`config.mk`:
```
export PLATFORM = sky130hd
export DESIGN_NAME = json_string_validator_unit
export DESIGN_NICKNAME = d
export VERILOG_FILES = /design/src/rtl/core/jsv_pkg.sv /design/src/rtl/core/json_string_validator_unit.sv
export SDC_FILE = /design/constraint.sdc
export NUM_CORES = 1
export LEC_CHECK = 0
export ABC_AREA = 1
export BUFFER_PORTS_ARGS = -buffer_cell sky130_fd_sc_hd__buf_2
export CAP_MARGIN = 20
export CORE_AREA = 2 2 148 150
export DETAILED_ROUTE_END_ITERATION = 10
export DIE_AREA = 0 0 150 152
export GPL_ROUTABILITY_DRIVEN = 0
export HOLD_SLACK_MARGIN = 0.15
export PLACE_DENSITY_LB_ADDON = 0.05
export SYNTH_ARGS = -nofsm -noshare
export SYNTH_HDL_FRONTEND = slang
export SYNTH_SLANG_ARGS = --single-unit
```
`constraint.sdc`:
```
create_clock -name aclk -period 2.4 [get_ports aclk]
set_input_delay 0.24 -clock aclk [delete_from_list [all_inputs] [get_ports aclk]]
set_output_delay 0.24 -clock aclk [all_outputs]
set_load 0.005 [all_outputs]
```
`src/rtl/core/jsv_pkg.sv`:
```
// jsv_pkg: types and constants of the JSON string validator.
// Depends on nothing; imported by json_string_validator_unit, jsv_checker and the bench.
package jsv_pkg;

    localparam int unsigned CountWidth = 32;
    localparam int unsigned ByteWidth  = 8;

    typedef enum logic [2:0] {
        MODE_IDLE    = 3'd0,
        MODE_STR     = 3'd1,
        MODE_ESC     = 3'd2,
        MODE_HEX     = 3'd3,
        MODE_UTF8    = 3'd4,
        MODE_PAIR_BS = 3'd5,
        MODE_PAIR_U  = 3'd6
    } scan_mode_t;

    typedef enum logic [3:0] {
        ST_IDLE = 4'd0,
        ST_IN   = 4'd1,
        ST_DONE = 4'd2,
        ST_CTRL = 4'd3,
        ST_ESC  = 4'd4,
        ST_HEX  = 4'd5,
        ST_LOW  = 4'd6,
        ST_HIGH = 4'd7,
        ST_UTF8 = 4'd8,
        ST_LONG = 4'd9
    } status_t;

    // surrogate class of the current \u escape
    typedef enum logic [1:0] {
        SUR_NONE = 2'd0,
        SUR_D    = 2'd1,
        SUR_HIGH = 2'd2,
        SUR_LOW  = 2'd3
    } sur_class_t;

    localparam logic [7:0] CH_QUOTE = 8'h22;
    localparam logic [7:0] CH_BSL   = 8'h5C;
    localparam logic [7:0] CH_U     = 8'h75;
    localparam logic [7:0] CONT_LO  = 8'h80;
    localparam logic [7:0] CONT_HI  = 8'hBF;

    localparam logic [CountWidth-1:0] MAX_BYTES_RST = '1;

endpackage

```
`src/rtl/core/json_string_validator_unit.sv`:
```
// json_string_validator_unit: JSON string literal and UTF-8 checker, one byte a beat.
// Depends on jsv_pkg.
//
//  channel | direction | ports                                | beat
//  s_      | in        | s_valid s_ready s_text_byte          | one text byte
//  m_      | out       | m_valid m_ready m_status m_byte_count | one result
//  cfg_    | in        | cfg_wr_en cfg_wr_data                | max_string_bytes
//
// One byte per cycle while no stall on m_ holds the flow; a byte accepted on s_
// passes the input register, then the scan logic into the result register, which drives m_valid.
// aresetn is synchronous, active low; it clears the scan state and sets the
// length limit to all ones. A stall on m_ holds the result register; the input
// register still takes one more byte if it was empty, then s_ready drops.
module json_string_validator_unit (
    input  logic                              aclk,
    input  logic                              aresetn,
    input  logic                              s_valid,
    output logic                              s_ready,
    input  logic [7:0]                        s_text_byte,
    output logic                              m_valid,
    input  logic                              m_ready,
    output jsv_pkg::status_t                  m_status,
    output logic [jsv_pkg::CountWidth-1:0]    m_byte_count,
    input  logic                              cfg_wr_en,
    input  logic [jsv_pkg::CountWidth-1:0]    cfg_wr_data
);
    import jsv_pkg::*;

    logic                   in_vld_reg;
    logic [7:0]             in_byte_reg;
    logic                   out_vld_reg;
    status_t                out_status_reg, out_status_next;
    logic [CountWidth-1:0]  out_count_reg, out_count_next;
    logic [CountWidth-1:0]  max_bytes_reg;

    scan_mode_t             mode_reg, mode_next;
    logic [2:0]             hex_left_reg, hex_left_next;
    logic [1:0]             cont_left_reg, cont_left_next;
    logic [7:0]             cont_lo_reg, cont_lo_next;
    logic [7:0]             cont_hi_reg, cont_hi_next;
    logic                   hs_seen_reg, hs_seen_next;
    sur_class_t             sur_reg, sur_next;
    logic [CountWidth-1:0]  bytes_reg, bytes_next;

    logic advance;
    logic [7:0] b;
    logic is_hex;

    assign advance      = in_vld_reg && (!out_vld_reg || m_ready);
    assign s_ready      = !in_vld_reg || advance;
    assign m_valid      = out_vld_reg;
    assign m_status     = out_status_reg;
    assign m_byte_count = out_count_reg;
    assign b            = in_byte_reg;
    assign is_hex       = b inside {[8'h30:8'h39], [8'h41:8'h46], [8'h61:8'h66]};

    always_comb begin
        status_t st;
        logic [2:0] hl_dec;
        logic [1:0] cl_dec;
        logic ok;
        st             = ST_IN;
        hl_dec         = hex_left_reg - 3'd1;
        cl_dec         = cont_left_reg - 2'd1;
        ok             = 1'b0;
        mode_next      = mode_reg;
        hex_left_next  = hex_left_reg;
        cont_left_next = cont_left_reg;
        cont_lo_next   = cont_lo_reg;
        cont_hi_next   = cont_hi_reg;
        hs_seen_next   = hs_seen_reg;
        sur_next       = sur_reg;
        bytes_next     = bytes_reg;
        out_count_next = '0;

        if (mode_reg == MODE_IDLE) begin
            st = (b == CH_QUOTE) ? ST_IN : ST_IDLE;
        end else if (bytes_reg >= max_bytes_reg) begin
            st = ST_LONG;
        end else begin
            bytes_next = bytes_reg + 1'b1;
            case (mode_reg)
                MODE_STR: begin
                    if (b == CH_QUOTE) begin
                        st = ST_DONE;
                    end else if (b == CH_BSL) begin
                        mode_next = MODE_ESC;
                    end else if (b < 8'h20) begin
                        st = ST_CTRL;
                    end else if (b >= 8'h80) begin
                        mode_next    = MODE_UTF8;
                        cont_lo_next = CONT_LO;
                        cont_hi_next = CONT_HI;
                        if (b inside {[8'hC0:8'hDF]}) begin
                            cont_left_next = 2'd1;
                        end else if (b == 8'hE0) begin
                            cont_left_next = 2'd2;
                            cont_lo_next   = 8'hA0;
                        end else if (b == 8'hED) begin
                            cont_left_next = 2'd2;
                            cont_hi_next   = 8'h9F;
                        end else if (b inside {[8'hE1:8'hEF]}) begin
                            cont_left_next = 2'd2;
                        end else if (b == 8'hF0) begin
                            cont_left_next = 2'd3;
                            cont_lo_next   = 8'h90;
                        end else if (b inside {[8'hF1:8'hF3]}) begin
                            cont_left_next = 2'd3;
                        end else if (b == 8'hF4) begin
                            cont_left_next = 2'd3;
                            cont_hi_next   = 8'h8F;
                        end else begin
                            st = ST_UTF8;
                        end
                    end
                end
                MODE_ESC: begin
                    if (b inside {8'h62, 8'h74, 8'h6E, 8'h66, 8'h72, 8'h22, 8'h2F, 8'h5C}) begin
                        mode_next = MODE_STR;
                    end else if (b == CH_U) begin
                        mode_next     = MODE_HEX;
                        hex_left_next = 3'd4;
                        sur_next      = SUR_NONE;
                        hs_seen_next  = 1'b0;
                    end else begin
                        st = ST_ESC;
                    end
                end
                MODE_UTF8: begin
                    if (b < cont_lo_reg || b > cont_hi_reg) begin
                        st = ST_UTF8;
                    end else begin
                        cont_lo_next   = CONT_LO;
                        cont_hi_next   = CONT_HI;
                        cont_left_next = cl_dec;
                        if (cl_dec == 2'd0) mode_next = MODE_STR;
                    end
                end
                MODE_PAIR_BS: begin
                    if (b != CH_BSL) st = ST_HIGH;
                    else mode_next = MODE_PAIR_U;
                end
                MODE_PAIR_U: begin
                    if (b != CH_U) begin
                        st = ST_HIGH;
                    end else begin
                        mode_next     = MODE_HEX;
                        hex_left_next = 3'd4;
                        hs_seen_next  = 1'b1;
                    end
                end
                MODE_HEX: begin
                    if (hs_seen_reg) begin
                        if (hex_left_reg == 3'd4) ok = (b == 8'h44) || (b == 8'h64);
                        else if (hex_left_reg == 3'd3)
                            ok = b inside {[8'h43:8'h46], [8'h63:8'h66]};
                        else ok = is_hex;
                        if (!ok) st = ST_HIGH;
                    end else if (!is_hex) begin
                        st = ST_HEX;
                    end else if (hex_left_reg == 3'd4) begin
                        sur_next = ((b == 8'h44) || (b == 8'h64)) ? SUR_D : SUR_NONE;
                    end else if (hex_left_reg == 3'd3 && sur_reg == SUR_D) begin
                        if (b inside {8'h38, 8'h39, 8'h41, 8'h42, 8'h61, 8'h62})
                            sur_next = SUR_HIGH;
                        else if (b > 8'h39)
                            sur_next = SUR_LOW;
                        else
                            sur_next = SUR_NONE;
                    end
                    if (st == ST_IN) begin
                        hex_left_next = hl_dec;
                        if (hl_dec == 3'd0) begin
                            if (hs_seen_reg) begin
                                hs_seen_next = 1'b0;
                                mode_next    = MODE_STR;
                            end else if (sur_next == SUR_LOW) begin
                                st = ST_LOW;
                            end else begin
                                mode_next = (sur_next == SUR_HIGH) ? MODE_PAIR_BS : MODE_STR;
                                sur_next  = SUR_NONE;
                            end
                        end
                    end
                end
                default: st = ST_ESC;
            endcase
            if (st == ST_DONE) out_count_next = bytes_next;
        end

        if (st != ST_IN) begin
            mode_next      = MODE_IDLE;
            hex_left_next  = '0;
            cont_left_next = '0;
            cont_lo_next   = CONT_LO;
            cont_hi_next   = CONT_HI;
            hs_seen_next   = 1'b0;
            sur_next       = SUR_NONE;
            bytes_next     = '0;
        end else if (mode_reg == MODE_IDLE) begin
            mode_next = MODE_STR;
        end
        out_status_next = st;
    end

    always_ff @(posedge aclk) begin
        if (!aresetn) begin
            in_vld_reg    <= 1'b0;
            out_vld_reg   <= 1'b0;
            max_bytes_reg <= MAX_BYTES_RST;
            mode_reg      <= MODE_IDLE;
            hex_left_reg  <= '0;
            cont_left_reg <= '0;
            cont_lo_reg   <= CONT_LO;
            cont_hi_reg   <= CONT_HI;
            hs_seen_reg   <= 1'b0;
            sur_reg       <= SUR_NONE;
            bytes_reg     <= '0;
        end else begin
            if (cfg_wr_en) max_bytes_reg <= cfg_wr_data;
            if (s_valid && s_ready) begin
                in_vld_reg <= 1'b1;
            end else if (advance) begin
                in_vld_reg <= 1'b0;
            end
            if (advance) begin
                out_vld_reg   <= 1'b1;
                mode_reg      <= mode_next;
                hex_left_reg  <= hex_left_next;
                cont_left_reg <= cont_left_next;
                cont_lo_reg   <= cont_lo_next;
                cont_hi_reg   <= cont_hi_next;
                hs_seen_reg   <= hs_seen_next;
                sur_reg       <= sur_next;
                bytes_reg     <= bytes_next;
            end else if (m_ready) begin
                out_vld_reg <= 1'b0;
            end
        end
    end

    always_ff @(posedge aclk) begin
        if (s_valid && s_ready) in_byte_reg <= s_text_byte;
        if (advance) begin
            out_status_reg <= out_status_next;
            out_count_reg  <= out_count_next;
        end
    end

endmodule

```
Word-level counts from Yosys, hierarchy flattened:

Index checks and enable logic that the tools add are counted.

* register bits: 137
* input port bits: 45
* logic and storage cells: 284

* add/sub/neg operators: 3
* magnitude comparators: 20
* equality and inequality tests: 61
* muxes and demuxes: 147
* bitwise logic cells: 1
* reduce and logical (&&, ||, !) cells: 38

Operators by type and width (number)
* $mux W8: 16
* $eq A8 B7 Y1 const B: 12
* $mux W32: 3
* $mux W4: 24
* $mux W3: 31
* $mux W2: 33
* $mux W6: 9
* $add A32 B1 Y32 const B: 1
* $eq A8 B6 Y1 const B: 4
* $eq A8 B8 Y1 const B: 4
* $ge A32 B32 Y1: 1
* $ge A8 B7 Y1 const B: 4
* $ge A8 B8 Y1 const B: 4
* $pmux W8 S2: 2
* $ne A3 B3 Y1 const B: 10
* $ne A4 B4 Y1 const B: 7
* $le A8 B8 Y1 const B: 3
* $pmux W4 S6: 1
* $mux W1: 20
* $ne A5 B5 Y1 const B: 4
* $pmux W3 S6: 1
* $reduce_and A9 Y1: 2
* $le A8 B7 Y1 const B: 2
* $ne A8 B7 Y1 const B: 2
* 40 further kinds: 70

Logic depth before layout (Yosys ltp):

* depth after elaboration: 26
* depth in mapped cells: 25
* gate-level depth less buffers: 25

Worst setup path before layout:

OpenSTA, ideal clock, no wires.

* path kind: register -> register
* start point: register in_byte_reg[7], in the netlist b[7]
* end point: register mode_reg[0]
* data arrival time: 2451 ps
* required time: 2290 ps
* slack: -161 ps
* cell stages (with the launch flop): 19
* buffers on the path: 0
* period minus slack after synthesis: 2561 ps
* cell sequence: edfxtp_1 > nor2_2 > inv_2 > nor2_1 > nand4_1 > nand2_1 > nor3_1 > nand3_1 > nor2_1 > nor3_1 > nand3_2 > a21oi_2 > nand3_2 > nor2_2 > nand2_1 > nand3_1 > nand2_1 > inv_1 > nor2_1

* word-level cells in the longest chain between the ends: 26
* elaborated cells between the ends (all ways): 127

Ends and longest elaborated chain
* start: declaration: line json_string_validator_unit.sv:30 `logic [7:0] in_byte_reg;`
* start signal: assignment: line json_string_validator_unit.sv:243 `if (s_valid && s_ready) in_byte_reg <= s_text_byte;`
* $ge A8 B6 Y1 (tied with other cells): line json_string_validator_unit.sv:55 `assign is_hex = b inside {[8'h30:8'h39], [8'h41:8'h46], [8'h61:8'h66]};`
* $logic_and A1 B1 Y1, on equally long branches: line json_string_validator_unit.sv:55, json_string_validator_unit.sv:156
* $reduce_bool A3 Y1 or $reduce_bool A2 Y1 (tied branches): line json_string_validator_unit.sv:55, json_string_validator_unit.sv:156
* $mux W1: line json_string_validator_unit.sv:155 `else if (hex_left_reg == 3'd3)`
* $mux W1: line json_string_validator_unit.sv:154 `if (hex_left_reg == 3'd4) ok = (b == 8'h44) || (b == 8'h64);`
* $mux W1: line json_string_validator_unit.sv:153 `if (hs_seen_reg) begin`
* $mux W1: line json_string_validator_unit.sv:82 `case (mode_reg)`
* $mux W1: line json_string_validator_unit.sv:78 `end else if (bytes_reg >= max_bytes_reg) begin`
* [10 not listed]
* $pmux W4 S6: line json_string_validator_unit.sv:82
* $mux W4: line json_string_validator_unit.sv:78
* $mux W4: line json_string_validator_unit.sv:76 `if (mode_reg == MODE_IDLE) begin`
* $mux W4: line json_string_validator_unit.sv:78
* $mux W4: line json_string_validator_unit.sv:76
* $ne A4 B1 Y1: line json_string_validator_unit.sv:191 `if (st != ST_IN) begin`
* $ne A5 B5 Y1 (no source line) (tied with other cells)
* $reduce_and A14 Y1 (no source line)
* end signal: assignment: line json_string_validator_unit.sv:228 `mode_reg <= mode_next;`
* end: declaration: line json_string_validator_unit.sv:36 `scan_mode_t mode_reg, mode_next;`

Parallel ways exist; a longest one is shown, timed or not. The select of a mux whose other input is x is not followed.
A chain may end at the register's enable or synchronous reset.

Worst setup path in the final report:

* start point: register in_byte_reg[7], in the netlist b[7]
* end point: register bytes_reg[6]

* word-level cells in the longest chain between the ends: 26
* elaborated cells between the ends (all ways): 110

Ends and longest elaborated chain
* $ge A8 B6 Y1 (tied with other cells): line json_string_validator_unit.sv:55
* $logic_and A1 B1 Y1, on equally long branches: line json_string_validator_unit.sv:55, json_string_validator_unit.sv:156
* $reduce_bool A3 Y1 or $reduce_bool A2 Y1 (tied branches): line json_string_validator_unit.sv:55, json_string_validator_unit.sv:156
* $mux W1: line json_string_validator_unit.sv:155
* $mux W1: line json_string_validator_unit.sv:154
* $mux W1: line json_string_validator_unit.sv:153
* $mux W1: line json_string_validator_unit.sv:82
* $mux W1: line json_string_validator_unit.sv:78
* [10 not listed]
* $pmux W4 S6: line json_string_validator_unit.sv:82
* $mux W4: line json_string_validator_unit.sv:78
* $mux W4: line json_string_validator_unit.sv:76
* $mux W4: line json_string_validator_unit.sv:78
* $mux W4 (*): line json_string_validator_unit.sv:76
* $ne A4 B1 Y1 (*): line json_string_validator_unit.sv:191
* $ne A2 B1 Y1 (no source line)
* $reduce_and A3 Y1 (no source line)
* end signal: assignment: line json_string_validator_unit.sv:235 `bytes_reg <= bytes_next;`
* end: declaration: line json_string_validator_unit.sv:43 `logic [CountWidth-1:0] bytes_reg, bytes_next;`

Every way passes the cells marked *; elsewhere a longest branch is shown, timed or not. The select of a mux whose other input is x is not followed.

==> results.md <==
* Status: complete, but fails checks
* Failing checks: setup timing
* Required time of the critical path at about 2.7 ns
* Dpl cell area at 0.00910 mm^2
* Gate Count Post-Synth at ~940
* Number of buffers added on ports at a little over 80
* Dpl hpwl at between 15,000 and 20,000 um
* Power Total at around 6.4 mW
* Flip-flop and latch area at 0.00295 mm^2
* Slew headroom at about two thirds
* Layout cells sized above 1 at a little under 40%
* Footprint of the multi-input gates at 0.00426 mm^2
* Worst R2R Path Depth at 19
* I/O Pins at 83
* Vias per cell at 4.60
* Fin cells at around 1,500
* Max H-tree Level at 4
* Largest net degree at the start of global routing at 46
* Lkg Pwr at 5.07 nW
* Synth Warn # at 0
* Die height at 152 um
* Via count of the routed design at approximately 7,100
* DRT Wirelength at 20,900 um
* Max-cap violation count at 0
* Yosys reg bits at roughly 130
* Final period util at 117%
* Critical path buffers and inverters at 4
* CP Cell Sequence: inv_2 > buf_6 > o21a_1 > buf_6 > o21ai_2 > nand2_4 > nand3_4 > nand2_4 > nand2_2 > nand2_2 > nor2_4 > nand3_2 > nand3_4 > a21oi_4 > nand2_2 > nor2_4 > buf_12 > a31oi_1 > a211oi_1
* Row cnt at between 50 and 60
* TritonCTS clock tree: built
* PwrDens at just under 600 mW/mm^2
* Post-Syn Nets at roughly 1,000
* Setup Viol. Count Final at a little over 80
* Actual slew at the worst max-slew pin at between 0.4 and 0.5 ns
* Switching Share at between 20% and 30%
* Synthesis-to-finish area growth at 58.5%
* Hold Path Class: in2reg
* Critical path class: reg2reg
* CP dominant cell by count: nand2_2
* Flop pwr share at about 37%
* First-pass GRT wire length at about 34,000 um
* Crit. End Element: register
* GRT Total Usage at a little under a fifth
* Clock Pin Slew Worst Setup and Hold Paths at approximately 0.060 ns
* Die X at roughly 150 um
* GR Overflow Total at 0
* Final Hold Fails at 0
* Critical Path Max Stage Delay at 0.44 ns
* Antenna-violating nets left at 0
* Max Root-Sink Buffers at 2
* Syn_area_per_cell at ~7.5 um^2
* Highest Clock Rate at between 300 and 400 MHz
* Final nets at between 1,000 and 1,500
* Layout fillers at ~2,100
* Netlist cell types at 38
* Arrival time worst endpoint at 3.13 ns
* Setup Skew at around 0.013 ns
* Wire per inst at ~14 um
* Antenna violations before repair at 0
* Core area at 0.0214 mm^2
* Worst Slack Setup Final at -0.411 ns
* CP Depth at 19
* Commonest cells after routing, fill and taps aside: buf_4 (178), inv_1 (110), nand2_1 (109)
* Unrepaired setup endpoints after global routing: yes
* Sw power at 1.85 mW
* Clk sinks at 125
* Final Max Tran Viols at 0
* Starting Density at between 30% and 40%
* 1st-iter DRT viols at roughly 280
* Cell total after placement at about 1,400
* Drt first pass iters at 5
* Clock share of power at approximately two fifths
* Crit-path leading delay family: simple AND/OR/NAND/NOR gates
* CP max FO at 10
* Int Power at about 4.6 mW
* Setup WS pre-CTS at -0.487 ns
* Mapped cell area at about 0.0071 mm^2
* Tmin final at 2.81 ns
* Skew-Pair Late Insertion Delay at ~0.42 ns
* Root buf cell: clkbuf_16
* Hold path depth at 2
* Vias in the first global route at 6,901
* CP max stage cell: edfxtp_1
* Gate power share at 22.2%
* TritonCTS Buffers at 17
* Ant diodes at 0
* Sequential share of the synthesized area at a little over two fifths
* Worst VDD drop at between 0.4 and 0.5 mV
* Drt drc at 0
* CP startpoint kind: register
* Die area at about 0.023 mm^2
* Most common cell after layout, fill and taps aside: buf_4
* Design area at approximately 0.011 mm^2
==> through the flow <==
step	utilization (%)	hold slack, ns	setup TNS [ns]
2_1_floorplan	-	0.339	-2.00
5_1_grt	52.4	0.251	-40.45
3_5_place_dp	42.6	0.418	-29.19
6_report	52.4	0.234	-24.26
4_1_cts	49.1	0.226	-21.79
3_3_place_gp	42.6	0.417	-27.26
==> logic make-up after synthesis <==
kind of cell             share of synthesized area [%]
AO/OA/AOI/OAI                                     15.5
XOR/XNOR                                          3.23
adder cells (fa/ha/maj)                           7.27
buffers and inverters                             9.03
flip-flops                                        41.7
AND/OR/NAND/NOR                                   23.2
==> cells in the mapped netlist <==
| cell | count | area, um^2 |
|---|---|---|
| xnor2_1 | 7 | 61.3 |
| or2_2 | 1 | 6.26 |
| o22ai_1 | 1 | 6.26 |
| nand3_2 | 5 | 50.1 |
| buf_4 | 1 | 7.51 |
| nor2_2 | 6 | 37.5 |
| inv_1 | 124 | 465 |
| o211ai_1 | 4 | 30.0 |
| a211oi_1 | 7 | 52.6 |
| a21o_1 | 1 | 7.51 |
| nor2_1 | 116 | 435 |
| nor4_1 | 9 | 56.3 |
| o21ai_1 | 31 | 155 |
| inv_2 | 10 | 37.5 |
| nand3_1 | 43 | 215 |
| a21oi_2 | 1 | 8.76 |
| nand2_1 | 139 | 522 |
| and3_1 | 1 | 6.26 |
| buf_2 | 2 | 10.0 |
| ha_1 | 41 | 513 |
| xor2_1 | 19 | 166 |
| o31ai_1 | 1 | 7.51 |
| o2111ai_1 | 1 | 8.76 |
| nor2_4 | 2 | 22.5 |
| clkbuf_1 | 22 | 82.6 |
| o21ai_0 | 68 | 340 |
| buf_6 | 2 | 22.5 |
| dfxtp_1 | 81 | 1620 |
| o21a_1 | 2 | 15.0 |
| o21ai_2 | 1 | 8.76 |
| nand4_1 | 20 | 125 |
| nand2_2 | 5 | 31.3 |
| buf_1 | 3 | 11.3 |
| nor3_2 | 1 | 10.0 |
| edfxtp_1 | 44 | 1320 |
| a31oi_1 | 4 | 25.0 |
| a21oi_1 | 86 | 430 |
| nor3_1 | 24 | 120 |
==> power by group through the flow <==
stage	clock [mW]	sequential (mW)	combinational [mW]
floorplan	0	2.43	0.638
global placement	0	2.44	1.14
detailed placement	0	2.44	1.13
CTS	2.68	2.39	1.28
global route	2.79	2.41	1.60
finish	2.62	2.40	1.43
==> path summary, 6_finish.rpt <==
| check | from | to | slack, ns |
|---|---|---|---|
| setup reg to reg | b[7] | bytes_reg[6] | -0.41 |
| hold reg to reg | cont_left_reg[1] | cont_left_reg[1] | 0.46 |
| hold / removal | cfg_wr_en | max_bytes_reg[25] | 0.23 |
| setup / recovery | b[7] | bytes_reg[6] | -0.41 |
==> repair_timing <==
action / 4_1_cts / 5_1_grt
hold buffers: 42 / 0
buffers inserted: 13 / 13
setup endpoints to repair: 80 / 81
gates cloned: 1 / 1
resized for setup: 61 / 171
hold endpoints to repair: 42 / 0
pin swaps: 11 / 44
==> cell type report <==
class                   instances  share of cell area [%]
clock buffers                  23                    4.56
clock inverters                 9                   0.850
inverters                     134                    4.56
multi-input cells             647                    38.1
flip-flops and latches        125                    26.4
well taps                     280                    3.13
repair buffers                326                    22.4
==> metal layers <==
| metal | vias up | global-route usage (%) | wire, um | part of all wire, % |
|---|---|---|---|---|
| met5 | - | 0 | 0 | 0 |
| met4 | 0 | 4.90 | 204 | 0.97 |
| met3 | 14 | 3.24 | 697 | 3.3 |
| met2 | 112 | 29.1 | 9670 | 46 |
| met1 | 3205 | 26.4 | 10400 | 50 |
| li1 | 3766 | - | - | - |
==> worst register-to-register path, stage by stage (launching register included) <==
cell,delay [ns]
edfxtp_1,0.44
inv_2,0.13
buf_6,0.11
o21a_1,0.18
buf_6,0.12
o21ai_2,0.06
nand2_4,0.09
nand3_4,0.09
nand2_4,0.11
nand2_2,0.06
nand2_2,0.09
nor2_4,0.05
nand3_2,0.08
nand3_4,0.10
a21oi_4,0.21
nand2_2,0.09
nor2_4,0.26
buf_12,0.18
a31oi_1,0.08
a211oi_1,0.19
No activity file was read; power rests on OpenSTA's default activity.
